[src/sv/assert_macros.svh]
// Concurrent assertion helpers shared by the segmentation RTL.
// Expects signals named clk and rst_n in the including module.
`ifndef ASSERT_MACROS_SVH
`define ASSERT_MACROS_SVH

// Condition that must hold at every sampled edge outside reset.
`define CBS_CHECK(lbl, cond, msg) \
  lbl: assert property (@(posedge clk) disable iff (!rst_n) (cond)) else $error(msg);

// Antecedent in one cycle implies consequent in the next.
`define CBS_CHECK_NEXT(lbl, ante, cons, msg) \
  lbl: assert property (@(posedge clk) disable iff (!rst_n) (ante) |=> (cons)) else $error(msg);

`endif

[src/sv/cbs_pkg.sv]
// Code block segmentation package: field widths, defaults and the
// interleaver size table. No dependencies.
`timescale 1ns / 1ps
`default_nettype none

package cbs_pkg;

  localparam int BLOCK_BITS_W   = 19;
  localparam int BLOCK_BITS_MAX = 2**BLOCK_BITS_W - 1;
  localparam int NUM_BLOCKS_W   = 7;
  localparam int CRC_LEN_W      = 5;
  localparam int TOTAL_BITS_W   = 20;
  localparam int K_W            = 13;
  localparam int COUNT_W        = 7;
  localparam int FILLER_W       = 13;
  localparam int TABLE_INDEX_W  = 8;
  localparam int SHIFT_W        = 3;

  localparam int CRC_BITS               = 24;
  localparam int DEF_MAX_BLOCK_SIZE     = 6144;
  localparam int DEF_SIZE_TABLE_ENTRIES = 188;
  localparam int RECIP_SHIFT            = 21;
  localparam int QUEUE_DEPTH            = 2;

  localparam int FULL_TABLE = 188;
  localparam int SEG1_START = 60;
  localparam int SEG2_START = 92;
  localparam int SEG3_START = 124;
  localparam int SEG0_BASE  = 40;
  localparam int SEG1_BASE  = 528;
  localparam int SEG2_BASE  = 1056;
  localparam int SEG3_BASE  = 2112;
  localparam int K_LAST     = 6144;

  function automatic logic [K_W-1:0] size_at(input logic [TABLE_INDEX_W-1:0] idx);
    logic [K_W-1:0] ie;
    logic [K_W-1:0] k;
    ie = K_W'(idx);
    priority if (idx < TABLE_INDEX_W'(SEG1_START)) begin
      k = K_W'(SEG0_BASE) + (ie << 3);
    end else if (idx < TABLE_INDEX_W'(SEG2_START)) begin
      k = K_W'(SEG1_BASE) + ((ie - K_W'(SEG1_START)) << 4);
    end else if (idx < TABLE_INDEX_W'(SEG3_START)) begin
      k = K_W'(SEG2_BASE) + ((ie - K_W'(SEG2_START)) << 5);
    end else if (idx < TABLE_INDEX_W'(FULL_TABLE)) begin
      k = K_W'(SEG3_BASE) + ((ie - K_W'(SEG3_START)) << 6);
    end else begin
      k = K_W'(K_LAST);
    end
    return k;
  endfunction

  // Gap between neighboring sizes is always a power of two.
  function automatic logic [SHIFT_W-1:0] step_shift(input logic [K_W-1:0] delta);
    logic [SHIFT_W-1:0] sh;
    unique case (delta)
      K_W'(8):  sh = SHIFT_W'(3);
      K_W'(16): sh = SHIFT_W'(4);
      K_W'(32): sh = SHIFT_W'(5);
      K_W'(64): sh = SHIFT_W'(6);
      default:  sh = SHIFT_W'(3);
    endcase
    return sh;
  endfunction

endpackage

`default_nettype wire

[src/sv/cbs_in_if.sv]
// Input channel: valid/ready handshake carrying the transport block length.
// Depends on cbs_pkg.
`timescale 1ns / 1ps
`default_nettype none

interface cbs_in_if;
  logic                           valid;
  logic                           ready;
  logic [cbs_pkg::BLOCK_BITS_W-1:0] block_bits;

  modport source (output valid, output block_bits, input ready);
  modport sink   (input valid, input block_bits, output ready);
endinterface

`default_nettype wire

[src/sv/cbs_out_if.sv]
// Result channel: valid/ready handshake carrying the segmentation result.
// Depends on cbs_pkg.
`timescale 1ns / 1ps
`default_nettype none

interface cbs_out_if;
  logic                             valid;
  logic                             ready;
  logic [cbs_pkg::NUM_BLOCKS_W-1:0]  num_blocks;
  logic [cbs_pkg::CRC_LEN_W-1:0]     crc_len;
  logic [cbs_pkg::TOTAL_BITS_W-1:0]  total_bits;
  logic [cbs_pkg::K_W-1:0]           k_plus;
  logic [cbs_pkg::K_W-1:0]           k_minus;
  logic [cbs_pkg::COUNT_W-1:0]       count_plus;
  logic [cbs_pkg::COUNT_W-1:0]       count_minus;
  logic [cbs_pkg::FILLER_W-1:0]      filler_bits;
  logic [cbs_pkg::TABLE_INDEX_W-1:0] table_index;

  modport source (output valid, output num_blocks, output crc_len, output total_bits,
                  output k_plus, output k_minus, output count_plus, output count_minus,
                  output filler_bits, output table_index, input ready);
  modport sink   (input valid, input num_blocks, input crc_len, input total_bits,
                  input k_plus, input k_minus, input count_plus, input count_minus,
                  input filler_bits, input table_index, output ready);
endinterface

`default_nettype wire

[src/sv/cbs_queue.sv]
// Short register FIFO between the classifier and the size search.
// Depends on cbs_pkg and assert_macros.svh.
`timescale 1ns / 1ps
`default_nettype none
`include "assert_macros.svh"

module cbs_queue #(
  parameter int WIDTH = 1,
  parameter int DEPTH = cbs_pkg::QUEUE_DEPTH
) (
  input  logic             clk,
  input  logic             rst_n,
  input  logic             push_valid,
  output logic             push_ready,
  input  logic [WIDTH-1:0] push_data,
  output logic             pop_valid,
  input  logic             pop_ready,
  output logic [WIDTH-1:0] pop_data
);

  localparam int PTR_W = (DEPTH > 1) ? $clog2(DEPTH) : 1;
  localparam int CNT_W = $clog2(DEPTH + 1);

  logic [WIDTH-1:0] mem_r [DEPTH];
  logic [PTR_W-1:0] wr_ptr_r, wr_ptr_nxt;
  logic [PTR_W-1:0] rd_ptr_r, rd_ptr_nxt;
  logic [CNT_W-1:0] count_r, count_nxt;
  logic             push, pop;

  assign push_ready = (count_r != CNT_W'(DEPTH));
  assign pop_valid  = (count_r != '0);
  assign pop_data   = mem_r[rd_ptr_r];
  assign push       = push_valid && push_ready;
  assign pop        = pop_valid && pop_ready;

  always_comb begin
    wr_ptr_nxt = wr_ptr_r;
    rd_ptr_nxt = rd_ptr_r;
    if (push) begin
      wr_ptr_nxt = (wr_ptr_r == PTR_W'(DEPTH - 1)) ? '0 : wr_ptr_r + 1'b1;
    end
    if (pop) begin
      rd_ptr_nxt = (rd_ptr_r == PTR_W'(DEPTH - 1)) ? '0 : rd_ptr_r + 1'b1;
    end
    unique case ({push, pop})
      2'b10:   count_nxt = count_r + 1'b1;
      2'b01:   count_nxt = count_r - 1'b1;
      default: count_nxt = count_r;
    endcase
  end

  always_ff @(posedge clk) begin
    if (!rst_n) begin
      wr_ptr_r <= '0;
      rd_ptr_r <= '0;
      count_r  <= '0;
    end else begin
      wr_ptr_r <= wr_ptr_nxt;
      rd_ptr_r <= rd_ptr_nxt;
      count_r  <= count_nxt;
    end
  end

  always_ff @(posedge clk) begin
    if (push) begin
      mem_r[wr_ptr_r] <= push_data;
    end
  end

  `CBS_CHECK(a_fill_bound, count_r <= CNT_W'(DEPTH), "queue fill above depth")
  `CBS_CHECK_NEXT(a_push_only, push && !pop, count_r == $past(count_r) + 1'b1, "fill missed a push")
  `CBS_CHECK_NEXT(a_pop_only, pop && !push, count_r == $past(count_r) - 1'b1, "fill missed a pop")

endmodule

`default_nettype wire

[src/sv/cbs_front.sv]
// Front end: takes a length, decides single or segmented and computes the
// block count C and B' by reciprocal multiply. Depends on cbs_pkg, cbs_in_if.
`timescale 1ns / 1ps
`default_nettype none

module cbs_front #(
  parameter int MAX_BLOCK_SIZE = cbs_pkg::DEF_MAX_BLOCK_SIZE
) (
  input  logic clk,
  input  logic rst_n,
  cbs_in_if.sink in_ch,
  output logic item_valid,
  input  logic item_ready,
  output logic [(1 + $clog2((cbs_pkg::BLOCK_BITS_MAX + MAX_BLOCK_SIZE - cbs_pkg::CRC_BITS - 1)
                / (MAX_BLOCK_SIZE - cbs_pkg::CRC_BITS) + 1)
                + $clog2(cbs_pkg::BLOCK_BITS_MAX + cbs_pkg::CRC_BITS
                * ((cbs_pkg::BLOCK_BITS_MAX + MAX_BLOCK_SIZE - cbs_pkg::CRC_BITS - 1)
                / (MAX_BLOCK_SIZE - cbs_pkg::CRC_BITS)) + 1)) - 1:0] item
);

  localparam int B_W     = cbs_pkg::BLOCK_BITS_W;
  localparam int ROOM    = MAX_BLOCK_SIZE - cbs_pkg::CRC_BITS;
  localparam int CMAX    = (cbs_pkg::BLOCK_BITS_MAX + ROOM - 1) / ROOM;
  localparam int C_W     = $clog2(CMAX + 1);
  localparam int BP_W    = $clog2(cbs_pkg::BLOCK_BITS_MAX + cbs_pkg::CRC_BITS * CMAX + 1);
  localparam int X_W     = $clog2(cbs_pkg::BLOCK_BITS_MAX + ROOM);
  localparam int RSH     = cbs_pkg::RECIP_SHIFT;
  localparam int RECIP   = (2**RSH) / ROOM;
  localparam int RECIP_W = $clog2(RECIP + 1);
  localparam int EST_W   = X_W + RECIP_W;

  logic             en;
  logic             v1_r, v2_r;
  logic [B_W-1:0]   b1_r;
  logic             big1_r, big2_r;
  logic [X_W-1:0]   x1_r, x_nxt;
  logic [EST_W-1:0] est1_r, est_nxt;
  logic             big_nxt;
  logic [C_W-1:0]   q, c_nxt, c2_r;
  logic [X_W-1:0]   qroom, rem;
  logic [BP_W-1:0]  bp_nxt, bp2_r;

  assign en          = !v2_r || item_ready;
  assign in_ch.ready = en;
  assign item_valid  = v2_r;
  assign item        = {big2_r, c2_r, bp2_r};

  always_comb begin
    big_nxt = (in_ch.block_bits > B_W'(MAX_BLOCK_SIZE));
    x_nxt   = X_W'(in_ch.block_bits) + X_W'(ROOM - 1);
    est_nxt = EST_W'(x_nxt) * EST_W'(RECIP);
  end

  // Estimate is exact or one low; a single compare fixes it.
  always_comb begin
    q      = C_W'(est1_r >> RSH);
    qroom  = X_W'(q) * X_W'(ROOM);
    rem    = x1_r - qroom;
    c_nxt  = big1_r ? ((rem >= X_W'(ROOM)) ? q + 1'b1 : q) : C_W'(1);
    bp_nxt = BP_W'(b1_r) + (big1_r ? BP_W'(c_nxt) * BP_W'(cbs_pkg::CRC_BITS) : '0);
  end

  always_ff @(posedge clk) begin
    if (!rst_n) begin
      v1_r <= 1'b0;
      v2_r <= 1'b0;
    end else if (en) begin
      v1_r <= in_ch.valid;
      v2_r <= v1_r;
    end
  end

  always_ff @(posedge clk) begin
    if (en) begin
      b1_r   <= in_ch.block_bits;
      big1_r <= big_nxt;
      x1_r   <= x_nxt;
      est1_r <= est_nxt;
      big2_r <= big1_r;
      c2_r   <= c_nxt;
      bp2_r  <= bp_nxt;
    end
  end

endmodule

`default_nettype wire

[src/sv/cbs_back.sv]
// Back end: binary search of the size table for K+, then K-, C+, C- and
// filler bits. Depends on cbs_pkg, cbs_out_if and assert_macros.svh.
`timescale 1ns / 1ps
`default_nettype none
`include "assert_macros.svh"

module cbs_back #(
  parameter int MAX_BLOCK_SIZE     = cbs_pkg::DEF_MAX_BLOCK_SIZE,
  parameter int SIZE_TABLE_ENTRIES = cbs_pkg::DEF_SIZE_TABLE_ENTRIES
) (
  input  logic clk,
  input  logic rst_n,
  input  logic item_valid,
  output logic item_ready,
  input  logic [(1 + $clog2((cbs_pkg::BLOCK_BITS_MAX + MAX_BLOCK_SIZE - cbs_pkg::CRC_BITS - 1)
                / (MAX_BLOCK_SIZE - cbs_pkg::CRC_BITS) + 1)
                + $clog2(cbs_pkg::BLOCK_BITS_MAX + cbs_pkg::CRC_BITS
                * ((cbs_pkg::BLOCK_BITS_MAX + MAX_BLOCK_SIZE - cbs_pkg::CRC_BITS - 1)
                / (MAX_BLOCK_SIZE - cbs_pkg::CRC_BITS)) + 1)) - 1:0] item,
  cbs_out_if.source out_ch
);

  localparam int K_W    = cbs_pkg::K_W;
  localparam int SH_W   = cbs_pkg::SHIFT_W;
  localparam int TI_W   = cbs_pkg::TABLE_INDEX_W;
  localparam int ROOM   = MAX_BLOCK_SIZE - cbs_pkg::CRC_BITS;
  localparam int CMAX   = (cbs_pkg::BLOCK_BITS_MAX + ROOM - 1) / ROOM;
  localparam int C_W    = $clog2(CMAX + 1);
  localparam int BP_W   = $clog2(cbs_pkg::BLOCK_BITS_MAX + cbs_pkg::CRC_BITS * CMAX + 1);
  localparam int ITEM_W = 1 + C_W + BP_W;
  localparam int N      = SIZE_TABLE_ENTRIES;
  localparam int IDX_W  = (N > 1) ? $clog2(N) : 1;
  localparam int S      = IDX_W + 4;
  localparam int MUL_W  = C_W + K_W;
  localparam int CMP_W  = (MUL_W > BP_W) ? MUL_W : BP_W;

  typedef struct packed {
    logic             big;
    logic [C_W-1:0]   c;
    logic [BP_W-1:0]  bp;
    logic [IDX_W-1:0] p;
  } srch_t;

  typedef struct packed {
    logic                         big;
    logic                         hm;
    logic [C_W-1:0]               c;
    logic [BP_W-1:0]              bp;
    logic [IDX_W-1:0]             p;
    logic [K_W-1:0]               kp;
    logic [K_W-1:0]               km;
    logic [SH_W-1:0]              sh;
    logic [MUL_W-1:0]             prod;
    logic [MUL_W-1:0]             qv;
    logic [C_W-1:0]               cp;
    logic [C_W-1:0]               cm;
    logic [MUL_W-1:0]             used;
    logic [cbs_pkg::FILLER_W-1:0] f;
  } post_t;

  logic         en;
  logic [S-1:0] v_r;
  srch_t        s_r [IDX_W];
  srch_t        sl;
  post_t        a_nxt, a_r, b_nxt, b_r, c_nxt, c_r, d_nxt, d_r;
  logic [K_W-1:0]   km_full;
  logic [CMP_W-1:0] slack, spill;

  assign en         = !v_r[S-1] || out_ch.ready;
  assign item_ready = en;

  always_ff @(posedge clk) begin
    if (!rst_n) begin
      v_r <= '0;
    end else if (en) begin
      v_r <= {v_r[S-2:0], item_valid};
    end
  end

  // One stage per index bit, MSB first: p counts sizes with C*K < B'.
  for (genvar j = 0; j < IDX_W; j++) begin : g_srch
    localparam int K = IDX_W - 1 - j;
    srch_t            cur, nxt;
    logic [IDX_W:0]   cand;
    logic [IDX_W-1:0] tidx;
    logic [MUL_W-1:0] mul;
    logic             take;

    if (j == 0) begin : g_head
      assign cur = '{big: item[ITEM_W-1], c: item[ITEM_W-2:BP_W], bp: item[BP_W-1:0],
                     p: '0};
    end else begin : g_tail
      assign cur = s_r[j-1];
    end

    always_comb begin
      cand = (IDX_W+1)'(cur.p) + (IDX_W+1)'(2**K);
      tidx = IDX_W'(cand - 1'b1);
      mul  = MUL_W'(cur.c) * MUL_W'(cbs_pkg::size_at(TI_W'(tidx)));
      take = (cand <= (IDX_W+1)'(N - 1)) && (CMP_W'(mul) < CMP_W'(cur.bp));
      nxt  = cur;
      if (take) begin
        nxt.p = cand[IDX_W-1:0];
      end
    end

    always_ff @(posedge clk) begin
      if (en) begin
        s_r[j] <= nxt;
      end
    end
  end

  assign sl = s_r[IDX_W-1];

  always_comb begin
    a_nxt      = '0;
    a_nxt.big  = sl.big;
    a_nxt.c    = sl.c;
    a_nxt.bp   = sl.bp;
    a_nxt.p    = sl.p;
    a_nxt.hm   = (sl.c != C_W'(1)) && (sl.p != '0);
    a_nxt.kp   = cbs_pkg::size_at(TI_W'(sl.p));
    km_full    = cbs_pkg::size_at(TI_W'(sl.p - 1'b1));
    a_nxt.km   = a_nxt.hm ? km_full : '0;
    a_nxt.sh   = cbs_pkg::step_shift(a_nxt.kp - km_full);
    a_nxt.prod = MUL_W'(sl.c) * MUL_W'(a_nxt.kp);
  end

  always_comb begin
    b_nxt    = a_r;
    slack    = (CMP_W'(a_r.prod) > CMP_W'(a_r.bp)) ?
               CMP_W'(a_r.prod) - CMP_W'(a_r.bp) : '0;
    b_nxt.qv = a_r.hm ? MUL_W'(slack >> a_r.sh) : '0;
  end

  always_comb begin
    c_nxt      = b_r;
    c_nxt.cm   = (b_r.qv > MUL_W'(b_r.c)) ? b_r.c : C_W'(b_r.qv);
    c_nxt.cp   = b_r.c - c_nxt.cm;
    c_nxt.used = b_r.prod - (MUL_W'(c_nxt.cm) << b_r.sh);
  end

  always_comb begin
    d_nxt   = c_r;
    spill   = (CMP_W'(c_r.used) > CMP_W'(c_r.bp)) ?
              CMP_W'(c_r.used) - CMP_W'(c_r.bp) : '0;
    d_nxt.f = cbs_pkg::FILLER_W'(spill);
  end

  always_ff @(posedge clk) begin
    if (en) begin
      a_r <= a_nxt;
      b_r <= b_nxt;
      c_r <= c_nxt;
      d_r <= d_nxt;
    end
  end

  assign out_ch.valid       = v_r[S-1];
  assign out_ch.num_blocks  = cbs_pkg::NUM_BLOCKS_W'(d_r.c);
  assign out_ch.crc_len     = d_r.big ? cbs_pkg::CRC_LEN_W'(cbs_pkg::CRC_BITS) : '0;
  assign out_ch.total_bits  = cbs_pkg::TOTAL_BITS_W'(d_r.bp);
  assign out_ch.k_plus      = d_r.kp;
  assign out_ch.k_minus     = d_r.km;
  assign out_ch.count_plus  = cbs_pkg::COUNT_W'(d_r.cp);
  assign out_ch.count_minus = cbs_pkg::COUNT_W'(d_r.cm);
  assign out_ch.filler_bits = d_r.f;
  assign out_ch.table_index = TI_W'(d_r.p);

  `CBS_CHECK(a_split_sum, !v_r[S-1] || ((C_W+1)'(d_r.cp) + (C_W+1)'(d_r.cm) == (C_W+1)'(d_r.c)), "C+ plus C- differs from C")
  `CBS_CHECK(a_single_block, !(v_r[S-1] && !d_r.big) || (d_r.c == C_W'(1) && d_r.cm == '0), "unsegmented length with split")
  `CBS_CHECK(a_segmented, !(v_r[S-1] && d_r.big) || (d_r.c > C_W'(1)), "segmented length with one block")

endmodule

`default_nettype wire

[src/sv/code_block_segmentation_params.sv]
// Turbo code block segmentation: one transport block length in, one result out.
// Throughput: one length per cycle while out_ch.ready is high. Each length passes through the
// front end registers, the queue, the one-bit-per-stage search over the size table and the
// post-search stages a_r, b_r, c_r and d_r before the result shows.
// Reset (rst_n low, synchronous) empties all stages and the queue; no clearing pass.
`timescale 1ns / 1ps
`default_nettype none

module code_block_segmentation_params #(
  parameter int MAX_BLOCK_SIZE     = cbs_pkg::DEF_MAX_BLOCK_SIZE,
  parameter int SIZE_TABLE_ENTRIES = cbs_pkg::DEF_SIZE_TABLE_ENTRIES
) (
  input  logic clk,
  input  logic rst_n,
  cbs_in_if.sink    in_ch,
  cbs_out_if.source out_ch
);

  localparam int ROOM   = MAX_BLOCK_SIZE - cbs_pkg::CRC_BITS;
  localparam int CMAX   = (cbs_pkg::BLOCK_BITS_MAX + ROOM - 1) / ROOM;
  localparam int C_W    = $clog2(CMAX + 1);
  localparam int BP_W   = $clog2(cbs_pkg::BLOCK_BITS_MAX + cbs_pkg::CRC_BITS * CMAX + 1);
  localparam int ITEM_W = 1 + C_W + BP_W;

  logic              f_valid, f_ready;
  logic [ITEM_W-1:0] f_item;
  logic              b_valid, b_ready;
  logic [ITEM_W-1:0] b_item;

  cbs_front #(
    .MAX_BLOCK_SIZE (MAX_BLOCK_SIZE)
  ) u_front (
    .clk        (clk),
    .rst_n      (rst_n),
    .in_ch      (in_ch),
    .item_valid (f_valid),
    .item_ready (f_ready),
    .item       (f_item)
  );

  cbs_queue #(
    .WIDTH (ITEM_W),
    .DEPTH (cbs_pkg::QUEUE_DEPTH)
  ) u_queue (
    .clk        (clk),
    .rst_n      (rst_n),
    .push_valid (f_valid),
    .push_ready (f_ready),
    .push_data  (f_item),
    .pop_valid  (b_valid),
    .pop_ready  (b_ready),
    .pop_data   (b_item)
  );

  cbs_back #(
    .MAX_BLOCK_SIZE     (MAX_BLOCK_SIZE),
    .SIZE_TABLE_ENTRIES (SIZE_TABLE_ENTRIES)
  ) u_back (
    .clk        (clk),
    .rst_n      (rst_n),
    .item_valid (b_valid),
    .item_ready (b_ready),
    .item       (b_item),
    .out_ch     (out_ch)
  );

endmodule

`default_nettype wire
[src/flat_wrapper.sv]
// flat-port wrapper written by rule: the top's interface ports become plain ports
module code_block_segmentation_params_flat 
#(
  parameter int MAX_BLOCK_SIZE     = cbs_pkg::DEF_MAX_BLOCK_SIZE,
  parameter int SIZE_TABLE_ENTRIES = cbs_pkg::DEF_SIZE_TABLE_ENTRIES
)
  (clk, rst_n, in_ch_valid, in_ch_block_bits, in_ch_ready, out_ch_valid, out_ch_num_blocks, out_ch_crc_len, out_ch_total_bits, out_ch_k_plus, out_ch_k_minus, out_ch_count_plus, out_ch_count_minus, out_ch_filler_bits, out_ch_table_index, out_ch_ready);
  cbs_in_if in_ch_i ();
  cbs_out_if out_ch_i ();
  input  logic clk;
  input  logic rst_n;
  input wire logic [$bits(in_ch_i.valid)-1:0] in_ch_valid;
  input wire logic [$bits(in_ch_i.block_bits)-1:0] in_ch_block_bits;
  output wire logic [$bits(in_ch_i.ready)-1:0] in_ch_ready;
  output wire logic [$bits(out_ch_i.valid)-1:0] out_ch_valid;
  output wire logic [$bits(out_ch_i.num_blocks)-1:0] out_ch_num_blocks;
  output wire logic [$bits(out_ch_i.crc_len)-1:0] out_ch_crc_len;
  output wire logic [$bits(out_ch_i.total_bits)-1:0] out_ch_total_bits;
  output wire logic [$bits(out_ch_i.k_plus)-1:0] out_ch_k_plus;
  output wire logic [$bits(out_ch_i.k_minus)-1:0] out_ch_k_minus;
  output wire logic [$bits(out_ch_i.count_plus)-1:0] out_ch_count_plus;
  output wire logic [$bits(out_ch_i.count_minus)-1:0] out_ch_count_minus;
  output wire logic [$bits(out_ch_i.filler_bits)-1:0] out_ch_filler_bits;
  output wire logic [$bits(out_ch_i.table_index)-1:0] out_ch_table_index;
  input wire logic [$bits(out_ch_i.ready)-1:0] out_ch_ready;
  assign in_ch_i.valid = in_ch_valid;
  assign in_ch_i.block_bits = in_ch_block_bits;
  assign in_ch_ready = in_ch_i.ready;
  assign out_ch_valid = out_ch_i.valid;
  assign out_ch_num_blocks = out_ch_i.num_blocks;
  assign out_ch_crc_len = out_ch_i.crc_len;
  assign out_ch_total_bits = out_ch_i.total_bits;
  assign out_ch_k_plus = out_ch_i.k_plus;
  assign out_ch_k_minus = out_ch_i.k_minus;
  assign out_ch_count_plus = out_ch_i.count_plus;
  assign out_ch_count_minus = out_ch_i.count_minus;
  assign out_ch_filler_bits = out_ch_i.filler_bits;
  assign out_ch_table_index = out_ch_i.table_index;
  assign out_ch_i.ready = out_ch_ready;
  code_block_segmentation_params #(.MAX_BLOCK_SIZE(MAX_BLOCK_SIZE), .SIZE_TABLE_ENTRIES(SIZE_TABLE_ENTRIES)) u_core (.clk(clk), .rst_n(rst_n), .in_ch(in_ch_i), .out_ch(out_ch_i));
endmodule
[config.mk]
export PLATFORM = sky130hd
export DESIGN_NAME = code_block_segmentation_params_flat
export DESIGN_NICKNAME = d
export VERILOG_FILES = /design/src/sv/cbs_pkg.sv /design/src/sv/cbs_in_if.sv /design/src/sv/cbs_out_if.sv /design/src/sv/cbs_queue.sv /design/src/sv/cbs_front.sv /design/src/sv/cbs_back.sv /design/src/sv/code_block_segmentation_params.sv /design/src/flat_wrapper.sv
export VERILOG_INCLUDE_DIRS = /design/src /design/src/sv
export SDC_FILE = /design/constraint.sdc
export NUM_CORES = 2
export LEC_CHECK = 0
export BUFFER_PORTS_ARGS = -buffer_cell sky130_fd_sc_hd__buf_2
export CORE_ASPECT_RATIO = 1.5
export CORE_MARGIN = 3
export CORE_UTILIZATION = 30
export DETAILED_ROUTE_END_ITERATION = 7
export GPL_ROUTABILITY_DRIVEN = 0
export PLACE_DENSITY = 0.45
export SYNTH_ARGS = -nofsm -noshare
export SYNTH_HDL_FRONTEND = slang
export SYNTH_HIERARCHICAL = 1
export SYNTH_SLANG_ARGS = --single-unit
[constraint.sdc]
create_clock -name clk -period 19.8 [get_ports clk]
set_input_delay 1.98 -clock clk [delete_from_list [all_inputs] [get_ports clk]]
set_output_delay 1.98 -clock clk [all_outputs]
set_load 0.02 [all_outputs]
Yosys cells after proc, flatten, opt, wreduce, memory -nomap -nowiden
Memory sizes are Yosys's and may differ from the RTL's. A register that Yosys moved wholly into a read port is not among the register bits.
Index checks and enable logic that the tools add are counted.
Storage, ports and cells
  flip-flop bits (word level): 489
  bits in writable memories: 344
  input port bits: 23
  output and inout port bits: 95
  logic and storage cells: 296
  memories: 2
Memories
  u_core.u_back.s_r: words 8, bits a word 36, rd ports 8, clocked after memory_dff 0, wr ports 8, RTL line cbs_back.sv:63  | srch_t s_r [IDX_W];
  u_core.u_queue.mem_r: words 2, bits a word 28, rd ports 1, clocked after memory_dff 1, wr ports 1, RTL line cbs_queue.sv:24  | logic [WIDTH-1:0] mem_r [DEPTH];
Operators by class
  add/sub/neg operators: 91
  multipliers: 12
  magnitude comparators: 56
  equality and inequality tests: 7
  shift-type cells: 2
  muxes and demuxes: 60
  reduce and logical (&&, ||, !) cells: 17
Operators by type and width (count)
  13-bit 2-to-1 mux: 36
  7-bit by 13-bit multiplier with 20-bit output: 8
  8-bit by 7-bit less-than comparator with 1-bit output (second input constant): 18
  20-bit less-than comparator: 7
  10-bit by 13-bit adder with 13-bit output (first input constant): 9
  11-bit by 13-bit adder with 13-bit output (first input constant): 9
  12-bit by 13-bit adder with 13-bit output (first input constant): 9
  6-bit by 11-bit adder with 12-bit output (first input constant): 9
  8-bit by 6-bit subtractor with 9-bit output (second input constant): 9
  8-bit by 6-bit less-than comparator with 1-bit output (second input constant): 9
  8-bit less-than comparator (second input constant): 9
  8-bit by 7-bit subtractor with 8-bit output (second input constant): 9
  8-bit 2-to-1 mux: 8
  8-bit by 1-bit subtractor with 8-bit output (second input constant): 8
  9-bit by 8-bit less-or-equal comparator with 1-bit output (second input constant): 7
  7-bit subtractor (second input constant): 9
  20-bit subtractor: 3
  20-bit > comparator: 2
  20-bit by 8-bit multiplier with 27-bit output (second input constant): 1
  13-bit subtractor: 2
  7-bit 2-to-1 mux: 3
  19-bit by 12-bit adder with 20-bit output: 1
  19-bit by 13-bit adder with 20-bit output (second input constant): 1
  20-bit by 13-bit >= comparator with 1-bit output (second input constant): 1
  other kinds (38): 58

Depth between registers and ports, before layout
An unclocked memory read counts as a cell.
  depth after elaboration: 13
  depth in mapped cells: 46
  gate-level depth less buffers: 46

Modules after synthesis
The synthesis kept the hierarchy.
By module, submodules not included
  cbs_back: times used 1, cells each 3896, area an instance 43087.6 µm², seq. area each 18437.7 µm²
  cbs_front: times used 1, cells each 790, area an instance 8234.1 µm², seq. area each 2202.1 µm²
  cbs_queue: times used 1, cells each 111, area an instance 2247.2 µm², seq. area each 1781.7 µm²

Worst setup path after synthesis
Ideal clock, no wire load.
  kind: in2reg
  start: in out_ch_ready
  end: reg u_core.u_queue.count_r[1]
  library setup time: 0.070 ns
  arrival time: 20.583 ns
  required time: 19.730 ns
  setup slack: -0.853 ns
  cell stages on the path: 7
  buffers on the path: 1
  path through: nor2b_1 inv_1 clkbuf_1 o21a_1 ha_1 or3_1 a21boi_1
Between the ends
  longest elaborated chain between the ends: 4
  elaborated cells between the ends (all ways): 6
  classes of those cells: 2 x eq/ne; 1 x mux; 3 x reduce/logical
Ends and longest elaborated chain
  start: declaration: RTL line flat_wrapper.sv:25  | input wire logic [$bits(out_ch_i.ready)-1:0] out_ch_ready;
  1-bit logical OR (*): RTL line cbs_back.sv:69  | assign en = !v_r[S-1] || out_ch.ready;
  named net u_core.b_ready: RTL line code_block_segmentation_params.sv:27  | logic b_valid, b_ready;
  1-bit logical AND (*): RTL line cbs_queue.sv:34  | assign pop = pop_valid && pop_ready;
  named net u_core.u_queue.pop: RTL line cbs_queue.sv:28  | logic push, pop;
  2-bit by 1-bit == test with 1-bit output / 2-bit == test (equally long branches): RTL line cbs_queue.sv:45  | unique case ({push, pop})
  2-bit case mux with 2 select lines / 2-bit nonzero test (equally long branches)
  end signal: assignment: RTL line cbs_queue.sv:60  | count_r <= count_nxt;
  end: declaration: RTL line cbs_queue.sv:27  | logic [CNT_W-1:0] count_r, count_nxt;
The timed path passes the listed nets; every way through them passes the cells marked *.
A chain may end at the register's enable or synchronous reset.

Worst setup path in the final report
  start: reg u_core.u_front.est1_r[23]
  end: reg u_core.u_front.bp2_r[18], data pin
Between the ends
  longest elaborated chain between the ends: 8
  elaborated cells between the ends (all ways): 9
  classes of those cells: 3 x add/sub; 2 x mul; 1 x order compare; 3 x mux
Ends and longest elaborated chain
  start: declaration: RTL line cbs_front.sv:37  | logic [EST_W-1:0] est1_r, est_nxt;
  start signal: assignment: RTL line cbs_front.sv:78  | est1_r <= est_nxt;
  7-bit by 10-bit multiplier with 17-bit output: RTL line cbs_front.sv:57  | qroom = X_W'(q) * X_W'(ROOM);
  20-bit subtractor: RTL line cbs_front.sv:58  | rem = x1_r - qroom;
  20-bit by 13-bit >= comparator with 1-bit output: RTL line cbs_front.sv:59  | c_nxt = big1_r ? ((rem >= X_W'(ROOM)) ? q + 1'b1 : q) : C_W'(1);
  7-bit 2-to-1 mux (2 in a row): RTL line cbs_front.sv:59
  named net u_core.u_front.c_nxt[0]: RTL line cbs_front.sv:39  | logic [C_W-1:0] q, c_nxt, c2_r;
  7-bit by 2-bit multiplier with 9-bit output: RTL line cbs_front.sv:60  | bp_nxt = BP_W'(b1_r) + (big1_r ? BP_W'(c_nxt) * BP_W'(cbs_pkg::CRC_BITS) : '0);
  12-bit 2-to-1 mux: RTL line cbs_front.sv:60
  19-bit by 12-bit adder with 20-bit output: RTL line cbs_front.sv:60
  named net u_core.u_front.bp_nxt[18]: RTL line cbs_front.sv:41  | logic [BP_W-1:0] bp_nxt, bp2_r;
  end signal: assignment: RTL line cbs_front.sv:81  | bp2_r <= bp_nxt;
  end: declaration: RTL line cbs_front.sv:41
The timed path passes the listed nets, and every way through them passes these cells.

==> out/results.tsv <==
metric	value	unit
ys_seq_area_frac	0.419	
most-common-layout-cells	edfxtp_1 (734), inv_1 (683), ha_1 (646)	
whs	0.391	ns
final_util	0.336	
criticalPathCategory	reg2reg	
dp_hpwl	101000	um
yosys.cell_types.count	94	
dieArea	184000	um2
setup_viol	0	
finalInstanceArea	59600	um2
drt_iter0_drc	1292	
initial_core_util	0.302	
areaGrowthSynthToFinish	11.2	%
ant_nets	0	
clkLatencyLatePin	0.70	ns
viasPerCell	4.75	
synthesis.area	53600	um2
postSynthAreaPerCell	11.2	um2
synth_cells	4797	
grt_pass1_wl	202000	um
ioPinCount	118	
core	177000	um2
rr_worst_depth	45	
end_kind	register	
cp.required	20.23	ns
finalCriticalPeriod	11.07	ns
finalNetCount	5900	
slowest_stage	fa_1	
wire_per_inst	17.4	um
antenna_found_initial	1	
crit_fanout	6	
synth_edf_count	734	
cts-resized-gates	0	
die_w	351	um
relSlewSlack	0.237	
arrival	11.50	ns
io_buffers	108	
fmax	90.3	MHz
routed_wl	127000	um
synth.area.top_cells	edfxtp_1 (41%), ha_1 (15%), fa_1 (11%)	
drt_pass1_iterations	6	
grt_overflow	0	
cap_violations	0	
hold_path_depth	0	
slew_violations	0	
synth_top_area_frac	0.411	
grt_max_degree	101	
rows	189	
path_clk_slew	0.06	ns
crit_family	adder cells	
final_common_cell	edfxtp_1	
fin_crit_sh	0.559	
crit_top_cell	inv_1	
critPathMaxStageDelay	0.68	ns
grt_util_all_layers	0.140	
worst_pin_slew	1.13	ns
hold_buffers	0	
worstSetupStartpointType	register	
critical_path_depth	45	
ys_ff_latch	753	
cts_buffer_depth	3	
cts_tree	done	
hold_viol_final	0	
clock_skew	0.0477	ns
vias	34700	
drc	0	
rsz0062_at_grt	no	
finalSetupTns	0	ns
min_path_type	reg2reg	
synth_warnings	6	
post_dp_cell_area	56900	um2
grt_pass1_vias	36600	
status	completed	
htreeDepth	3	
cts.sinks	753	
cts_setup_buffers	0	
yosys.area.top_type	edfxtp_1	
synthArstFlopShare	0	
cp_num_buf_inv	6	
cts_root_buffer	clkbuf_16	
synth-main-ff-cell	edfxtp_1	
die_h	524	um
cts_buffers	83	
final_layout_size_suffix_gt1_frac	0.0683	
## routing by layer
metal,share of wire,GRT usage
met3,0.025,0.0146
met1,0.36,0.141
met2,0.58,0.291
met5,0,0
met4,0.030,0.0496
## worst paths after layout
| kind | from | endpoint | slack, ns |
|---|---|---|---|
| min reg2reg | u_core/u_back/s_r[1][131]$_DFFE_PP_ | u_core/u_back/a_r[139]$_DFFE_PP_ | 0.39 |
| max reg2reg | u_core/u_front/est1_r[23]$_DFFE_PP_ | u_core/u_front/bp2_r[18]$_DFFE_PP_ | 8.73 |
| max | u_core/u_front/est1_r[23]$_DFFE_PP_ | u_core/u_front/bp2_r[18]$_DFFE_PP_ | 8.73 |
| min | u_core/u_back/s_r[1][131]$_DFFE_PP_ | u_core/u_back/a_r[139]$_DFFE_PP_ | 0.39 |
## sequential cells by signal, indices dropped and copies added, names as in the netlist, 10 cells and up, named ones only
register                          flops
u_core/u_back/out_ch.k_minus         10
u_core/u_back/v_r                    12
u_core/u_back/out_ch.filler_bits     13
u_core/u_back/c_r                    90
u_core/u_front/x1_r                  17
u_core/u_front/b1_r                  19
u_core/u_back/s_r                   260
u_core/u_queue/mem_r                 56
u_core/u_back/a_r                    77
u_core/u_front/bp2_r                 20
u_core/u_back/out_ch.k_plus          10
u_core/u_back/out_ch.total_bits      20
u_core/u_back/b_r                    96
## metrics by stage
step / setup WS, ns / cells
floorplan: 8.60 / 4813
global placement: 8.73 / 7147
detailed placement: 8.64 / 7147
CTS: 8.60 / 7299
global route: 7.82 / 7300
finish: 8.73 / 7301
## cell type report
type,instances,area [um2]
Antenna cell,2,5.00
Clock buffer,100,2140
Clock inverter,52,577
Fill cell,17800,118000
Inverter,688,2590
Multi-Input combinational cell,3278,28200
Sequential cell,753,22400
Tap cell,2292,2870
Timing Repair Buffer,136,751
## Yosys cell counts (all sizes together) (35+ instances only)
cell	number
o21a	43
nor3	65
mux2i	38
nor2b	85
clkbuf	67
nand3	48
nor2	225
a21boi	35
a21o	75
xor2	84
o21ai	165
mux2	36
edfxtp	734
inv	684
nand2b	49
and2	216
nand2	362
a21oi	216
ha	646
xnor2	177
fa	291
## cell families (layout without fill, tap and decap cells)
group                    Yosys count  after routing  share of synthesized area
other                              2             20                   0.000140
multiplexers                      75             75                     0.0152
buffers and inverters            782            976                     0.0558
adder cells (fa/ha/maj)          937            937                      0.260
AO/OA/AOI/OAI                    777            777                     0.0941
XOR/XNOR                         262            262                     0.0431
AND/OR/NAND/NOR                 1209           1209                      0.113
flip-flops                       753            753                      0.419
Power is left out: the tool's default activity adds up to more than one toggle a clock period on the data nets, which glitch-free logic cannot reach.
